`src/sepd_pkg.sv`:
```
`timescale 1ns / 1ps
// Shared types, constants and channel tables of the servo easing PWM driver.
// Depends on nothing; every other file imports it.
package sepd_pkg;

    localparam logic OP_SET  = 1'b0;
    localparam logic OP_TICK = 1'b1;

    localparam int CMD_FIFO_DEPTH = 2;
    localparam logic [3:0] TAIL_CH = 4'd4;
    localparam logic [7:0] MAX_DEG = 8'd180;

    // Reciprocal of 9 scaled by 100*1024, exact as a floor for angles up to 180.
    localparam logic [13:0] CMP_RECIP = 14'd11378;
    localparam logic [11:0] CMP_BASE = 12'd500;

    localparam logic [15:0] SNAP_GAP = 16'd128;
    localparam logic [15:0] MOVE_GAP = 16'd256;
    localparam logic [15:0] STEP_MIN = 16'd256;
    localparam logic [15:0] STEP_HALF = 16'd128;
    localparam logic [15:0] STEP_MAX = 16'd768;

    typedef struct packed {
        logic       op;
        logic [2:0] channel;
        logic [7:0] angle;
    } cmd_t;

    function automatic logic signed [5:0] chan_offset(input logic [3:0] c);
        logic signed [5:0] r;
        case (c)
            4'd1, 4'd3: r = -6'sd10;
            4'd2:       r = 6'sd10;
            default:    r = 6'sd0;
        endcase
        return r;
    endfunction

    function automatic logic [7:0] reset_target(input logic [3:0] c);
        logic [7:0] r;
        case (c)
            TAIL_CH: r = 8'd0;
            default: r = 8'd90;
        endcase
        return r;
    endfunction

endpackage

```
`src/sepd_front.sv`:
```
`timescale 1ns / 1ps
// Front end: accepts input words, saturates target angles and drops sets to
// absent channels, then holds one command for the queue. Uses sepd_pkg.
module sepd_front import sepd_pkg::*; #(
    parameter int NUM_SERVOS = 5
) (
    input  logic        clk,
    input  logic        rst_n,
    input  logic        s_tvalid,
    output logic        s_tready,
    input  logic [15:0] s_tdata,
    input  logic        s_tuser,
    output cmd_t        cmd,
    output logic        cmd_valid,
    input  logic        cmd_ready
);

    localparam logic [4:0] NS = 5'(NUM_SERVOS);

    cmd_t cmd_reg;
    cmd_t cmd_next;
    logic valid_reg;
    logic valid_next;
    logic [7:0] angle_in;
    logic keep;

    assign s_tready = !valid_reg || cmd_ready;
    assign angle_in = s_tdata[10:3];
    assign keep = (s_tuser == OP_TICK) || ({2'b00, s_tdata[2:0]} < NS);

    always_comb
    begin
        cmd_next = cmd_reg;
        valid_next = valid_reg;
        if (s_tready)
        begin
            valid_next = s_tvalid && keep;
            cmd_next.op = s_tuser;
            cmd_next.channel = s_tdata[2:0];
            cmd_next.angle = (angle_in > MAX_DEG) ? MAX_DEG : angle_in;
        end
    end

    always_ff @(posedge clk or negedge rst_n)
    begin
        if (!rst_n)
        begin
            valid_reg <= 1'b0;
        end
        else
        begin
            valid_reg <= valid_next;
        end
    end

    always_ff @(posedge clk)
    begin
        cmd_reg <= cmd_next;
    end

    assign cmd = cmd_reg;
    assign cmd_valid = valid_reg;

endmodule

```
`src/sepd_cmd_fifo.sv`:
```
`timescale 1ns / 1ps
// Short command queue between the front end and the easing engine.
// Uses cmd_t and CMD_FIFO_DEPTH from sepd_pkg.
module sepd_cmd_fifo import sepd_pkg::*; (
    input  logic clk,
    input  logic rst_n,
    input  cmd_t wr_cmd,
    input  logic wr_valid,
    output logic wr_ready,
    output cmd_t rd_cmd,
    output logic rd_valid,
    input  logic rd_ready
);

    localparam int PW = (CMD_FIFO_DEPTH > 1) ? $clog2(CMD_FIFO_DEPTH) : 1;
    localparam logic [PW-1:0] LAST_PTR = PW'(CMD_FIFO_DEPTH - 1);
    localparam logic [PW:0] FULL_CNT = (PW + 1)'(CMD_FIFO_DEPTH);

    cmd_t mem_reg [CMD_FIFO_DEPTH];
    logic [PW-1:0] wr_ptr_reg;
    logic [PW-1:0] rd_ptr_reg;
    logic [PW:0] count_reg;
    logic push;
    logic pop;

    assign wr_ready = (count_reg != FULL_CNT);
    assign rd_valid = (count_reg != '0);
    assign rd_cmd = mem_reg[rd_ptr_reg];
    assign push = wr_valid && wr_ready;
    assign pop = rd_valid && rd_ready;

    always_ff @(posedge clk or negedge rst_n)
    begin
        if (!rst_n)
        begin
            wr_ptr_reg <= '0;
            rd_ptr_reg <= '0;
            count_reg <= '0;
        end
        else
        begin
            if (push)
            begin
                wr_ptr_reg <= (wr_ptr_reg == LAST_PTR) ? '0 : wr_ptr_reg + 1'b1;
            end
            if (pop)
            begin
                rd_ptr_reg <= (rd_ptr_reg == LAST_PTR) ? '0 : rd_ptr_reg + 1'b1;
            end
            if (push && !pop)
            begin
                count_reg <= count_reg + 1'b1;
            end
            else if (pop && !push)
            begin
                count_reg <= count_reg - 1'b1;
            end
        end
    end

    always_ff @(posedge clk)
    begin
        if (push)
        begin
            mem_reg[wr_ptr_reg] <= wr_cmd;
        end
    end

endmodule

```
`src/sepd_back.sv`:
```
`timescale 1ns / 1ps
// Easing engine: stores targets, eases every channel one per cycle on a tick,
// then emits one result word per channel through an output register. Uses sepd_pkg.
module sepd_back import sepd_pkg::*; #(
    parameter int NUM_SERVOS = 5
) (
    input  logic        clk,
    input  logic        rst_n,
    input  cmd_t        cmd,
    input  logic        cmd_valid,
    output logic        cmd_ready,
    input  logic [7:0]  gain,
    input  logic        tail_enable,
    output logic        m_tvalid,
    input  logic        m_tready,
    output logic [31:0] m_tdata,
    output logic        m_tlast
);

    localparam int IW = (NUM_SERVOS > 1) ? $clog2(NUM_SERVOS) : 1;
    localparam logic [IW-1:0] LAST_IDX = IW'(NUM_SERVOS - 1);

    localparam logic [1:0] ST_IDLE = 2'd0;
    localparam logic [1:0] ST_EASE = 2'd1;
    localparam logic [1:0] ST_EMIT = 2'd2;

    logic [1:0] state_reg, state_next;
    logic [IW-1:0] idx_reg, idx_next;
    logic any_reg, any_next;
    logic [NUM_SERVOS-1:0] moving_reg, moving_next;
    logic [7:0] target_reg [NUM_SERVOS];
    logic [7:0] target_next [NUM_SERVOS];
    logic [15:0] current_reg [NUM_SERVOS];
    logic [15:0] current_next [NUM_SERVOS];
    logic out_valid_reg, out_valid_next;
    logic [31:0] out_data_reg, out_data_next;
    logic out_last_reg, out_last_next;

    logic [15:0] t16;
    logic [15:0] n16;
    logic [15:0] gap;
    logic [23:0] prod;
    logic [15:0] step_raw;
    logic [15:0] step;
    logic [15:0] n_new;
    logic [15:0] gap_new;
    logic mv;

    logic [3:0] idx4;
    logic [7:0] deg;
    logic signed [9:0] sa;
    logic [7:0] a_clamp;
    logic [7:0] a_map;
    logic [21:0] cmp_prod;
    logic [11:0] cmp;
    logic wr_flag;
    logic out_free;

    assign cmd_ready = (state_reg == ST_IDLE);
    assign idx4 = 4'(idx_reg);
    assign out_free = !out_valid_reg || m_tready;

    always_comb
    begin
        t16 = {target_reg[idx_reg], 8'h00};
        n16 = current_reg[idx_reg];
        gap = (t16 >= n16) ? (t16 - n16) : (n16 - t16);
        prod = gap * {8'h00, gain};
        step_raw = prod[23:8];
        if (step_raw < STEP_MIN)
        begin
            step = STEP_HALF;
        end
        else if (step_raw > STEP_MAX)
        begin
            step = STEP_MAX;
        end
        else
        begin
            step = step_raw;
        end
        if (gap < SNAP_GAP)
        begin
            n_new = t16;
            gap_new = '0;
        end
        else if (prod == '0)
        begin
            n_new = n16;
            gap_new = gap;
        end
        else
        begin
            n_new = (t16 < n16) ? (n16 - step) : (n16 + step);
            gap_new = gap - step;
        end
        mv = (gap_new > MOVE_GAP);
    end

    always_comb
    begin
        deg = current_reg[idx_reg][15:8];
        sa = $signed({2'b00, deg}) + 10'(chan_offset(idx4));
        if (sa > $signed({2'b00, MAX_DEG}))
        begin
            a_clamp = MAX_DEG;
        end
        else if (sa < 10'sd0)
        begin
            a_clamp = '0;
        end
        else
        begin
            a_clamp = sa[7:0];
        end
        a_map = (idx4 == 4'd0 || idx4 == 4'd2) ? (MAX_DEG - a_clamp) : a_clamp;
        cmp_prod = a_map * CMP_RECIP;
        cmp = CMP_BASE + cmp_prod[21:10];
        wr_flag = !((NUM_SERVOS > 4) && (idx4 == TAIL_CH) && !tail_enable);
    end

    always_comb
    begin
        state_next = state_reg;
        idx_next = idx_reg;
        any_next = any_reg;
        moving_next = moving_reg;
        target_next = target_reg;
        current_next = current_reg;
        out_valid_next = out_valid_reg && !m_tready;
        out_data_next = out_data_reg;
        out_last_next = out_last_reg;
        case (state_reg)
            ST_IDLE:
            begin
                if (cmd_valid)
                begin
                    if (cmd.op == OP_TICK)
                    begin
                        state_next = ST_EASE;
                        idx_next = '0;
                        any_next = 1'b0;
                    end
                    else
                    begin
                        target_next[IW'(cmd.channel)] = cmd.angle;
                    end
                end
            end
            ST_EASE:
            begin
                current_next[idx_reg] = n_new;
                moving_next[idx_reg] = mv;
                any_next = any_reg | mv;
                if (idx_reg == LAST_IDX)
                begin
                    state_next = ST_EMIT;
                    idx_next = '0;
                end
                else
                begin
                    idx_next = idx_reg + 1'b1;
                end
            end
            ST_EMIT:
            begin
                if (out_free)
                begin
                    out_valid_next = 1'b1;
                    out_data_next = {6'b000000, any_reg, moving_reg[idx_reg], deg,
                                     wr_flag, cmp, 3'(idx_reg)};
                    out_last_next = (idx_reg == LAST_IDX);
                    if (idx_reg == LAST_IDX)
                    begin
                        state_next = ST_IDLE;
                        idx_next = '0;
                    end
                    else
                    begin
                        idx_next = idx_reg + 1'b1;
                    end
                end
            end
            default:
            begin
                state_next = ST_IDLE;
            end
        endcase
    end

    always_ff @(posedge clk or negedge rst_n)
    begin
        if (!rst_n)
        begin
            state_reg <= ST_IDLE;
            idx_reg <= '0;
            any_reg <= 1'b0;
            moving_reg <= '0;
            out_valid_reg <= 1'b0;
            for (int c = 0; c < NUM_SERVOS; c++)
            begin
                target_reg[c] <= reset_target(4'(c));
                current_reg[c] <= {reset_target(4'(c)), 8'h00};
            end
        end
        else
        begin
            state_reg <= state_next;
            idx_reg <= idx_next;
            any_reg <= any_next;
            moving_reg <= moving_next;
            out_valid_reg <= out_valid_next;
            target_reg <= target_next;
            current_reg <= current_next;
        end
    end

    always_ff @(posedge clk)
    begin
        out_data_reg <= out_data_next;
        out_last_reg <= out_last_next;
    end

    assign m_tvalid = out_valid_reg;
    assign m_tdata = out_data_reg;
    assign m_tlast = out_last_reg;

endmodule

```
`src/servo_easing_pwm_driver_top.sv`:
```
`timescale 1ns / 1ps
// Servo easing PWM driver top level: front end, command queue, easing engine.
// A set word only updates a target and leaves the engine idle; a tick word occupies
// it while it is accepted, for one easing pass, then for one result word per channel
// (longer under output stall). The first result is set into the output register once
// the easing pass is done. Reset restores targets and
// angles to 90 degrees (channel 4 to 0), gain to 77 and tail enable to 1.
module servo_easing_pwm_driver_top import sepd_pkg::*; #(
    parameter int NUM_SERVOS = 5
) (
    input  logic        clk,
    input  logic        rst_n,
    input  logic        s_tvalid,
    output logic        s_tready,
    input  logic [15:0] s_tdata,   // channel[2:0], angle[10:3], zero[15:11]
    input  logic        s_tuser,   // op
    output logic        m_tvalid,
    input  logic        m_tready,
    // servo_index[2:0], compare_value[14:3], written[15], angle_now[23:16],
    // moving[24], any_moving[25], zero[31:26]
    output logic [31:0] m_tdata,
    output logic        m_tlast,
    input  logic        cfg_we,
    input  logic        cfg_index,
    input  logic [7:0]  cfg_data
);

    localparam logic CFG_GAIN = 1'b0;
    localparam logic CFG_TAIL = 1'b1;

    cmd_t front_cmd;
    logic front_valid;
    logic front_ready;
    cmd_t queue_cmd;
    logic queue_valid;
    logic queue_ready;
    logic [7:0] gain_reg;
    logic tail_reg;

    always_ff @(posedge clk or negedge rst_n)
    begin
        if (!rst_n)
        begin
            gain_reg <= 8'd77;
            tail_reg <= 1'b1;
        end
        else if (cfg_we)
        begin
            case (cfg_index)
                CFG_GAIN: gain_reg <= cfg_data;
                CFG_TAIL: tail_reg <= cfg_data[0];
                default: ;
            endcase
        end
    end

    sepd_front #(
        .NUM_SERVOS(NUM_SERVOS)
    ) u_front (
        .clk(clk),
        .rst_n(rst_n),
        .s_tvalid(s_tvalid),
        .s_tready(s_tready),
        .s_tdata(s_tdata),
        .s_tuser(s_tuser),
        .cmd(front_cmd),
        .cmd_valid(front_valid),
        .cmd_ready(front_ready)
    );

    sepd_cmd_fifo u_fifo (
        .clk(clk),
        .rst_n(rst_n),
        .wr_cmd(front_cmd),
        .wr_valid(front_valid),
        .wr_ready(front_ready),
        .rd_cmd(queue_cmd),
        .rd_valid(queue_valid),
        .rd_ready(queue_ready)
    );

    sepd_back #(
        .NUM_SERVOS(NUM_SERVOS)
    ) u_back (
        .clk(clk),
        .rst_n(rst_n),
        .cmd(queue_cmd),
        .cmd_valid(queue_valid),
        .cmd_ready(queue_ready),
        .gain(gain_reg),
        .tail_enable(tail_reg),
        .m_tvalid(m_tvalid),
        .m_tready(m_tready),
        .m_tdata(m_tdata),
        .m_tlast(m_tlast)
    );

endmodule
```
`config.mk`:
```
export PLATFORM = sky130hd
export DESIGN_NAME = servo_easing_pwm_driver_top
export DESIGN_NICKNAME = d
export VERILOG_FILES = /design/src/sepd_pkg.sv /design/src/sepd_front.sv /design/src/sepd_cmd_fifo.sv /design/src/sepd_back.sv /design/src/servo_easing_pwm_driver_top.sv
export SDC_FILE = /design/constraint.sdc
export NUM_CORES = 1
export LEC_CHECK = 0
export BUFFER_PORTS_ARGS = -buffer_cell sky130_fd_sc_hd__buf_2
export CAP_MARGIN = 20
export CORE_MARGIN = 5
export CORE_UTILIZATION = 50
export CTS_BUF_LIST = sky130_fd_sc_hd__clkbuf_8
export CTS_CLUSTER_DIAMETER = 60
export CTS_CLUSTER_SIZE = 24
export DETAILED_ROUTE_END_ITERATION = 8
export GPL_ROUTABILITY_DRIVEN = 0
export PLACE_DENSITY = 0.78
export SYNTH_ARGS = -nofsm -noshare
export SYNTH_HDL_FRONTEND = slang
export SYNTH_SLANG_ARGS = --single-unit
export TNS_END_PERCENT = 1
```
`constraint.sdc`:
```
create_clock -name clk -period 14.9 [get_ports clk]
set_input_delay 0.745 -clock clk [delete_from_list [all_inputs] [get_ports clk]]
set_output_delay 0.745 -clock clk [all_outputs]
set_load 0.01 [all_outputs]
```
==> results.py, run 1 <==
metrics = {
    "placed_design": {
        "dp_cells": 2497,
        "port_buffers": 54,
        "dp_hpwl_um": 32100,
    },
    "drt": {
        "drc": 0,
        "vias": 14586,
        "wl_per_cell_um": 16.7,
        "first_pass_iters": 6,
        "detail-route-antenna-nets": 0,
        "routed_via_density": 5.76,
        "drt_iter0_markers": 868,
        "totalWireLength_um": 42200,
    },
    "cts": {
        "cts-root-buf": "clkbuf_8",
        "clkLatencyLatePin_ns": 0.56,
        "hold_buffers": 0,
        "clkSinkCount": 209,
        "cts_buffer_depth": 3,
        "clk_pin_slew_worst_paths_ns": 0.13,
        "htreeDepth": 1,
        "numCtsBuffers": 17,
        "tritoncts": "built",
    },
    "setup_path": {
        "ff2ff_path_depth": 54,
        "cp-startpoint": "u_back.idx_reg[0]$_DFFE_PN0P_",
        "ff2ff_setup_slack_ns": 1.01,
        "path_class": "reg -> reg",
        "critPathArrivalTime_ns": 14.32,
        "start_kind": "flop",
        "cpPeakStageDelay_ns": 0.70,
        "required_ns": 15.33,
        "worstPathMaxFanout": 31,
        "reg2reg_from": "u_back.idx_reg[0]$_DFFE_PN0P_",
        "cpMostUsedCell": "inv_1",
        "crit_path_end_kind": "flop",
        "timing.rr.end": "u_back.current_reg[12]$_DFFE_PN0P_",
        "critPathSlowestCell": "dfrtp_4",
    },
    "timing": {
        "relSlewSlack_pct": 24.8,
        "period_share_pct": 93.2,
        "fmax_ghz": 0.0720,
        "tightest_slew_ns": 1.12,
        "grt_setup_unrepaired": "no",
        "drv_slew": 0,
        "report.final.setup_viol": 0,
        "fin_skew_ns": 0.0327,
        "fin_crit_ns": 13.89,
        "tns_ns": 0,
        "hold_viol": 0,
    },
    "cells_and_area": {
        "largest_reg_flops": 80,
        "fill_cells": 3202,
        "area_growth_pct": 6.38,
        "drive_gt1_share_pct": 9.69,
        "num-nets-final": 2349,
        "diodes": 0,
        "final_common_cell": "nand2_1",
        "final_cell_mix": "226 x nand2_1, 184 x inv_1, 180 x o21ai_0, 159 x ha_1, 119 x and2_1",
        "layout.cells.non_filler": 2531,
    },
    "global_routing": {
        "antenna_found_initial": 0,
        "grt_max_degree": 91,
        "grt_usage_pct": 20.4,
        "grt_pass1_wl_um": 71100,
        "grt_overflow": 0,
        "grt_pass1_vias": 14645,
    },
    "floorplan": {
        "die_width_um": 203,
        "coreArea_um2": 36600,
        "rows": 70,
        "die_h_um": 203,
        "dieArea_um2": 41100,
        "start_util_pct": 50.7,
        "ios": 66,
    },
    "logic_synthesis": {
        "synth_flop_cell": "dfrtp_1",
        "yosys.cell_types.count": 80,
        "synth-seq-cells": 209,
        "avgSynthCellArea_um2": 9.16,
        "synth.top_cell.area_share_pct": 14.7,
        "async_reset_ff_share_pct": 69.9,
        "ys_seq_area_share_pct": 30.1,
        "netlist_top_cells_area": "dfrtp_1 15%, fa_1 12%, ha_1 11%, edfxtp_1 10%, dfstp_2 5.2%",
        "synth_edf_count": 63,
        "netlist_area_um2": 18600,
        "netlist.top_cell.by_area": "dfrtp_1",
        "synth_cells": 2028,
        "ys_warn_count": 0,
    },
    "outcome": {
        "outcome": "finished clean",
    },
    "min_path": {
        "hp-class": "in -> async",
    },
    "flow_run": {
        "cap_violations": 0,
    },
}
## worst max-delay path by stage
stage / to / slack (ns) / depth (start not counted)
6_report: u_back.current_reg[12]$_DFFE_PN0P_ / 1.01 / 54
4_1_cts: u_back.current_reg[15]$_DFFE_PN0P_ / 0.91 / 53
5_1_grt: u_back.current_reg[12]$_DFFE_PN0P_ / 0.04 / 54
3_5_place_dp: u_back.current_reg[15]$_DFFE_PN0P_ / 1.01 / 53
2_1_floorplan: u_back.current_reg[14]$_DFFE_PN0P_ / 1.83 / 57
3_3_place_gp: u_back.current_reg[14]$_DFFE_PN0P_ / 1.40 / 54
## cell families after synthesis
group	after synthesis	share of synthesized area [%]
mux	97	5.38
other cells	2	0.0404
fa+ha+maj	267	22.3
compound gates	470	15.7
buf+inv	266	5.65
simple gates	636	17.0
flops	209	30.1
xor+xnor	81	3.82
## Yosys cell counts (8+ instances only)
cell type  count
fa_1         107
or2_2         17
ha_1         159
nor3_1        30
o21ai_0      180
nand2_1      226
nand2b_1      24
mux2_2        23
xnor2_1       50
a211oi_1      12
o22ai_1       11
a21oi_1      101
a21o_1        21
clkbuf_1      67
xor2_1        31
nor2_1       103
o31ai_1       21
edfxtp_1      63
inv_1        182
dfstp_2       37
or3_1         10
o21a_1        19
a2111oi_0      8
nand3_1       33
dfrtp_1      109
mux2i_1       74
and2_1       119
a31oi_1       11
o211ai_1      14
and3_1        11
nor2b_1       21
## layout make-up
cell class / instances / area (µm²) / share of cell area (%)
multi-input cells: 1562 / 12000 / 60.6
flip-flops and latches: 209 / 5600 / 28.3
inverters: 182 / 683 / 3.46
well taps: 468 / 586 / 2.96
repair buffers: 80 / 497 / 2.51
clock buffers: 17 / 234 / 1.18
clock inverters: 13 / 183 / 0.925
## stage by stage
step                hold slack (ns)  setup slack, ns  instance area, µm²  utilization (%)
finish                        0.239             1.01               19800             54.0
global route                  0.286           0.0384               19800             54.0
CTS                           0.266            0.905               19700             53.8
detailed placement            0.431             1.01               19300             52.6
global placement              0.423             1.40               19300             52.6
floorplan                     0.419             1.83               18600                -
## per-layer routing
metal / global-route usage, % / wire [µm]
met5: 0 / 0
met4: 6.01 / 1140
met3: 2.59 / 1970
met2: 35.6 / 20700
met1: 26.8 / 18300
## critical path: cells and delay by family (launching register included)
family,cells,cell delay (ns)
AOI/OAI and AO/OA,21,4.78
adders and majority gates,8,3.48
buffers and inverters,11,2.13
and+or+nand+nor,11,2.12
DFF,1,0.70
xor gates and xnor gates,3,0.52
## timing repair
action,CTS,global route
setup buffers,0,1
gates resized for setup,0,2
endpoints found under the setup margin,0,16
Power of run 1 is left out: the tool's default activity adds up to more than one toggle a clock period on the data nets, which glitch-free logic cannot reach.
==> run 2: changes to the inputs <==
--- a/config.mk
+++ b/config.mk
@@ -9,7 +9,6 @@
 export CAP_MARGIN = 20
 export CORE_MARGIN = 5
 export CORE_UTILIZATION = 50
-export CTS_BUF_LIST = sky130_fd_sc_hd__clkbuf_8
 export CTS_CLUSTER_DIAMETER = 60
 export CTS_CLUSTER_SIZE = 24
 export DETAILED_ROUTE_END_ITERATION = 8
==> results.py, run 2 (synthesis gave the netlist of run 1 again) <==
metrics = {
    "timing": {
        "tns_ns": 0,
        "relSlewSlack_pct": 30.9,
        "fin_crit_ns": 13.90,
        "grt_setup_unrepaired": "no",
        "fin_skew_ns": 0.0203,
        "period_share_pct": 93.3,
        "fmax_ghz": 0.0719,
        "report.final.setup_viol": 0,
        "tightest_slew_ns": 1.03,
        "drv_slew": 0,
        "hold_viol": 0,
    },
    "floorplan": {
        "die_width_um": 203,
        "die_h_um": 203,
        "dieArea_um2": 41100,
        "coreArea_um2": 36600,
        "ios": 66,
        "start_util_pct": 50.7,
        "rows": 70,
    },
    "cells_and_area": {
        "largest_reg_flops": 80,
        "area_growth_pct": 7.46,
        "final_common_cell": "nand2_1",
        "final_cell_mix": "226 x nand2_1, 182 x inv_1, 180 x o21ai_0, 159 x ha_1, 119 x and2_1",
        "num-nets-final": 2350,
        "layout.cells.non_filler": 2532,
        "drive_gt1_share_pct": 9.74,
        "final_cell_area_um2": 20000,
        "diodes": 0,
    },
    "setup_path": {
        "start_kind": "flop",
        "cpPeakStageDelay_ns": 0.69,
        "crit_path_end_kind": "flop",
        "critPathCapture": "u_back.current_reg[15]$_DFFE_PN0P_",
        "ff2ff_setup_slack_ns": 1.0,
        "cp-startpoint": "u_back.idx_reg[0]$_DFFE_PN0P_",
        "required_ns": 15.24,
        "path_class": "reg -> reg",
        "critPathArrivalTime_ns": 14.25,
        "cpMostUsedCell": "inv_1",
        "ff2ff_path_depth": 53,
        "reg2reg_from": "u_back.idx_reg[0]$_DFFE_PN0P_",
        "critPathSlowestCell": "dfrtp_4",
        "timing.rr.end": "u_back.current_reg[15]$_DFFE_PN0P_",
        "worstPathMaxFanout": 31,
    },
    "drt": {
        "drc": 0,
        "first_pass_iters": 5,
        "routed_via_density": 5.82,
        "detail-route-antenna-nets": 0,
        "totalWireLength_um": 42200,
        "wl_per_cell_um": 16.7,
        "vias": 14740,
        "drt_iter0_markers": 776,
    },
    "cts": {
        "clk_pin_slew_worst_paths_ns": 0.08,
        "tritoncts": "built",
        "cts-root-buf": "clkbuf_16",
        "numCtsBuffers": 17,
        "clkSinkCount": 209,
        "hold_buffers": 0,
        "htreeDepth": 1,
        "cts_buffer_depth": 3,
        "clkLatencyLatePin_ns": 0.50,
    },
    "global_routing": {
        "grt_pass1_vias": 14674,
        "antenna_found_initial": 0,
        "grt_overflow": 0,
        "grt_usage_pct": 20.5,
        "grt_pass1_wl_um": 71200,
        "grt_max_degree": 91,
    },
    "placed_design": {
        "port_buffers": 54,
        "dp_hpwl_um": 32100,
        "placed_cell_area_um2": 19300,
        "dp_cells": 2497,
    },
    "outcome": {
        "outcome": "finished clean",
    },
    "flow_run": {
        "cap_violations": 0,
    },
    "min_path": {
        "hp-class": "in -> async",
    },
}
==> run 2: changes by cell type in the layout (fill, tap and decap cells not counted) <==
cell        change
clkbuf_16      +17
clkbuf_8       -17
clkbuf_1        +2
inv_1           -2
buf_4           +1
clkinvlp_4      -1
inv_6           +1
==> run 2: metrics by stage <==
stage / util [%] / setup slack [ns] / hold WS, ns
final: 54.5 / 0.997 / 0.293
after global routing: 54.5 / 0.00385 / 0.366
after CTS: 54.3 / 0.866 / 0.329
after detailed placement: 52.6 / 1.01 / 0.431
after global placement: 52.6 / 1.40 / 0.423
after floorplan: - / 1.83 / 0.419
==> run 2: metal layers <==
metal  routed length [µm]  global-route usage [%]  up-vias
li1                     -                       -     7046
met5                    0                       0        -
met3                 2160                    2.49      100
met1                18100                    26.6     7172
met2                20700                    36.1      422
met4                 1190                    5.94        0
==> run 2: worst min path at each step <==
| stage | end | slack, ns | depth (start not counted) |
|---|---|---|---|
| 3_3_place_gp | u_fifo.mem_reg[0][3]$_DFFE_PP_ | 0.42 | 0 |
| 5_1_grt | gain_reg[4]$_DFFE_PN0P_ | 0.37 | 1 |
| 2_1_floorplan | u_back.m_tdata[25]$_DFFE_PP_ | 0.42 | 0 |
| 6_report | gain_reg[5]$_DFFE_PN0P_ | 0.29 | 1 |
| 4_1_cts | gain_reg[5]$_DFFE_PN0P_ | 0.33 | 1 |
| 3_5_place_dp | u_fifo.mem_reg[1][6]$_DFFE_PP_ | 0.43 | 0 |
==> run 2: what timing repair did <==
item | 4_1_cts | 5_1_grt
setup endpoints to repair | 0 | 17
gates resized for setup | 0 | 2
buffers inserted | 0 | 1
hold endpoints to repair | 0 | 0
==> run 2: worst max-delay path, delay by kind of cell, from the launching register on <==
kind,cells,cell delay [ns]
muxes,1,0.18
AOI/OAI and AO/OA,19,4.61
xor gates and xnor gates,3,0.62
DFF,1,0.69
and+or+nand+nor,12,2.23
buffers and inverters,10,2.02
adders and majority gates,8,3.35
==> run 2: cell type report <==
class	count	area (µm²)
Fill cell	3175	16700
Multi-Input combinational cell	1562	12000
Sequential cell	209	5600
Inverter	182	683
Tap cell	468	586
Timing Repair Buffer	81	504
Clock buffer	19	433
Clock inverter	11	176
Power of run 2 is left out for the same reason.
==> run 3: changes to the inputs <==
--- a/config.mk
+++ b/config.mk
@@ -5,6 +5,7 @@
 export SDC_FILE = /design/constraint.sdc
 export NUM_CORES = 1
 export LEC_CHECK = 0
+export ABC_AREA = 1
 export BUFFER_PORTS_ARGS = -buffer_cell sky130_fd_sc_hd__buf_2
 export CAP_MARGIN = 20
 export CORE_MARGIN = 5
==> results.py, run 3 <==
metrics = {
    "timing": {
        "fin_skew_ns": 0.0360,
        "drv_slew": 0,
        "tightest_slew_ns": 1.09,
        "fmax_ghz": 0.0757,
        "fin_crit_ns": 13.21,
        "report.final.setup_viol": 0,
        "tns_ns": 0,
        "period_share_pct": 88.7,
        "grt_setup_unrepaired": "no",
        "hold_viol": 0,
        "relSlewSlack_pct": 27.1,
    },
    "floorplan": {
        "dieArea_um2": 41100,
        "rows": 70,
        "die_h_um": 203,
        "ios": 66,
        "coreArea_um2": 36600,
        "start_util_pct": 50.7,
        "die_width_um": 203,
    },
    "cts": {
        "clkSinkCount": 209,
        "cts-root-buf": "clkbuf_16",
        "cts_setup_buffers": 0,
        "ctsResizeCount": 0,
        "tritoncts": "built",
        "clkLatencyLatePin_ns": 0.53,
        "clk_pin_slew_worst_paths_ns": 0.09,
        "hold_buffers": 0,
        "cts_buffer_depth": 3,
        "numCtsBuffers": 18,
        "htreeDepth": 1,
    },
    "setup_path": {
        "cpMostUsedCell": "nand2_1",
        "crit_path_end_kind": "flop",
        "critPathArrivalTime_ns": 13.68,
        "path_class": "reg -> reg",
        "cpPeakStageDelay_ns": 0.74,
        "worstPathMaxFanout": 26,
        "start_kind": "flop",
        "required_ns": 15.37,
        "critPathSlowestCell": "xor2_1",
    },
    "logic_synthesis": {
        "synth_most_common_cell": "nand2_1",
        "avgSynthCellArea_um2": 7.95,
        "ys_top_cells_by_count": "464 x nand2_1, 338 x inv_1, 306 x nor2_1",
        "netlist_area_um2": 18600,
        "synth.top_cell.area_share_pct": 14.7,
        "ys_warn_count": 0,
        "synth_flop_cell": "dfrtp_1",
        "async_reset_ff_share_pct": 69.9,
        "ys_seq_area_share_pct": 30.1,
        "netlist.top_cell.by_area": "dfrtp_1",
        "synth_cells": 2333,
        "synth_edf_count": 63,
        "yosys.cell_types.count": 62,
        "netlist_top_cells_area": "dfrtp_1 15%, fa_1 12%, ha_1 11%, edfxtp_1 10%, nand2_1 9.4%",
        "synth-seq-cells": 209,
    },
    "cells_and_area": {
        "final_cell_mix": "464 x nand2_1, 338 x inv_1, 306 x nor2_1, 159 x ha_1, 126 x o21ai_0",
        "largest_reg_flops": 80,
        "final_common_cell": "nand2_1",
        "fill_cells": 3319,
        "area_growth_pct": 7.40,
        "diodes": 0,
        "num-nets-final": 2662,
        "drive_gt1_share_pct": 9.26,
    },
    "global_routing": {
        "grt_overflow": 0,
        "grt_max_degree": 85,
        "grt_pass1_vias": 15725,
        "antenna_found_initial": 0,
        "grt_pass1_wl_um": 76200,
        "grt_usage_pct": 22.1,
    },
    "drt": {
        "detail-route-antenna-nets": 0,
        "first_pass_iters": 7,
        "drt_iter0_markers": 1268,
        "wl_per_cell_um": 16.0,
        "routed_via_density": 5.56,
        "vias": 15827,
        "drc": 0,
        "totalWireLength_um": 45500,
    },
    "flow_run": {
        "cap_violations": 0,
    },
    "min_path": {
        "hp-class": "in -> async",
    },
    "placed_design": {
        "port_buffers": 54,
        "dp_hpwl_um": 34500,
    },
    "outcome": {
        "outcome": "finished clean",
    },
}
## run 3: changes by cell type after synthesis, sizes merged, moves of 39 or more
cell,change
nand2,+246
nor2,+212
inv,+170
and2,-120
mux2i,-74
nand3,+39
## run 3: metrics by stage
step / std cells / area (µm²) / worst slack (ns) / util [%] / hold slack (ns)
floorplan: 2342 / 18600 / 3.80 / - / 0.421
global placement: 2810 / 19200 / 2.35 / 52.5 / 0.423
detailed placement: 2810 / 19200 / 2.04 / 52.5 / 0.436
CTS: 2842 / 19800 / 1.99 / 54.2 / 0.198
global route: 2845 / 19900 / 0.763 / 54.4 / 0.220
finish: 2845 / 19900 / 1.69 / 54.4 / 0.185
## run 3: worst paths after layout
check	slack (ns)	end	startpoint	cells after the start
min in group clk	0.38	tail_reg$_DFFE_PN1P_	cfg_we	2
hold / removal	0.18	u_back.target_reg[37]$_DFFE_PN0P_	rst_n	1
max in group asynchronous	13.63	u_back.current_reg[76]$_DFFE_PN1P_	rst_n	3
setup / recovery	1.69	u_back.current_reg[13]$_DFFE_PN0P_	u_back.idx_reg[1]$_DFFE_PN0P_	58
hold reg to reg	0.45	u_fifo.mem_reg[0][1]$_DFFE_PP_	u_front.cmd[1]$_SDFFCE_PN0P_	0
setup reg to reg	1.69	u_back.current_reg[13]$_DFFE_PN0P_	u_back.idx_reg[1]$_DFFE_PN0P_	58
## run 3: final cells by class
class	count	area, µm²	area share, %
multi-input combinational	1714	11400	57.0
sequential	209	5590	28.1
inverter	355	1340	6.70
clock buffer	18	450	2.26
tap	468	586	2.94
timing repair buffer	67	434	2.18
clock inverter	14	171	0.860
## run 3: logic make-up after synthesis
logic type | count (synthesis) | share of synthesized area [%]
AND/OR/NAND/NOR | 943 | 21.6
flip-flops | 209 | 30.1
other | 2 | 0.0405
buffers and inverters | 419 | 8.96
adder cells (fa/ha/maj) | 266 | 22.3
XOR/XNOR | 87 | 4.33
AO/OA/AOI/OAI | 407 | 12.6
## run 3: worst max-delay path: cells and delay by family, from the launching register on
kind | cells | cell delay (ns)
compound gates | 11 | 2.87
xor+xnor | 4 | 1.43
fa+ha+maj | 8 | 3.46
buf+inv | 13 | 1.29
flops | 1 | 0.68
simple gates | 22 | 3.39
## run 3: per-layer routing
layer	share of wire, %	vias up	track usage [%]
met5	0	-	0
met3	8.0	117	3.50
li1	-	7561	-
met1	41	7479	28.8
met4	3.1	0	6.40
met2	48	670	38.5
Power of run 3 is left out for the same reason.
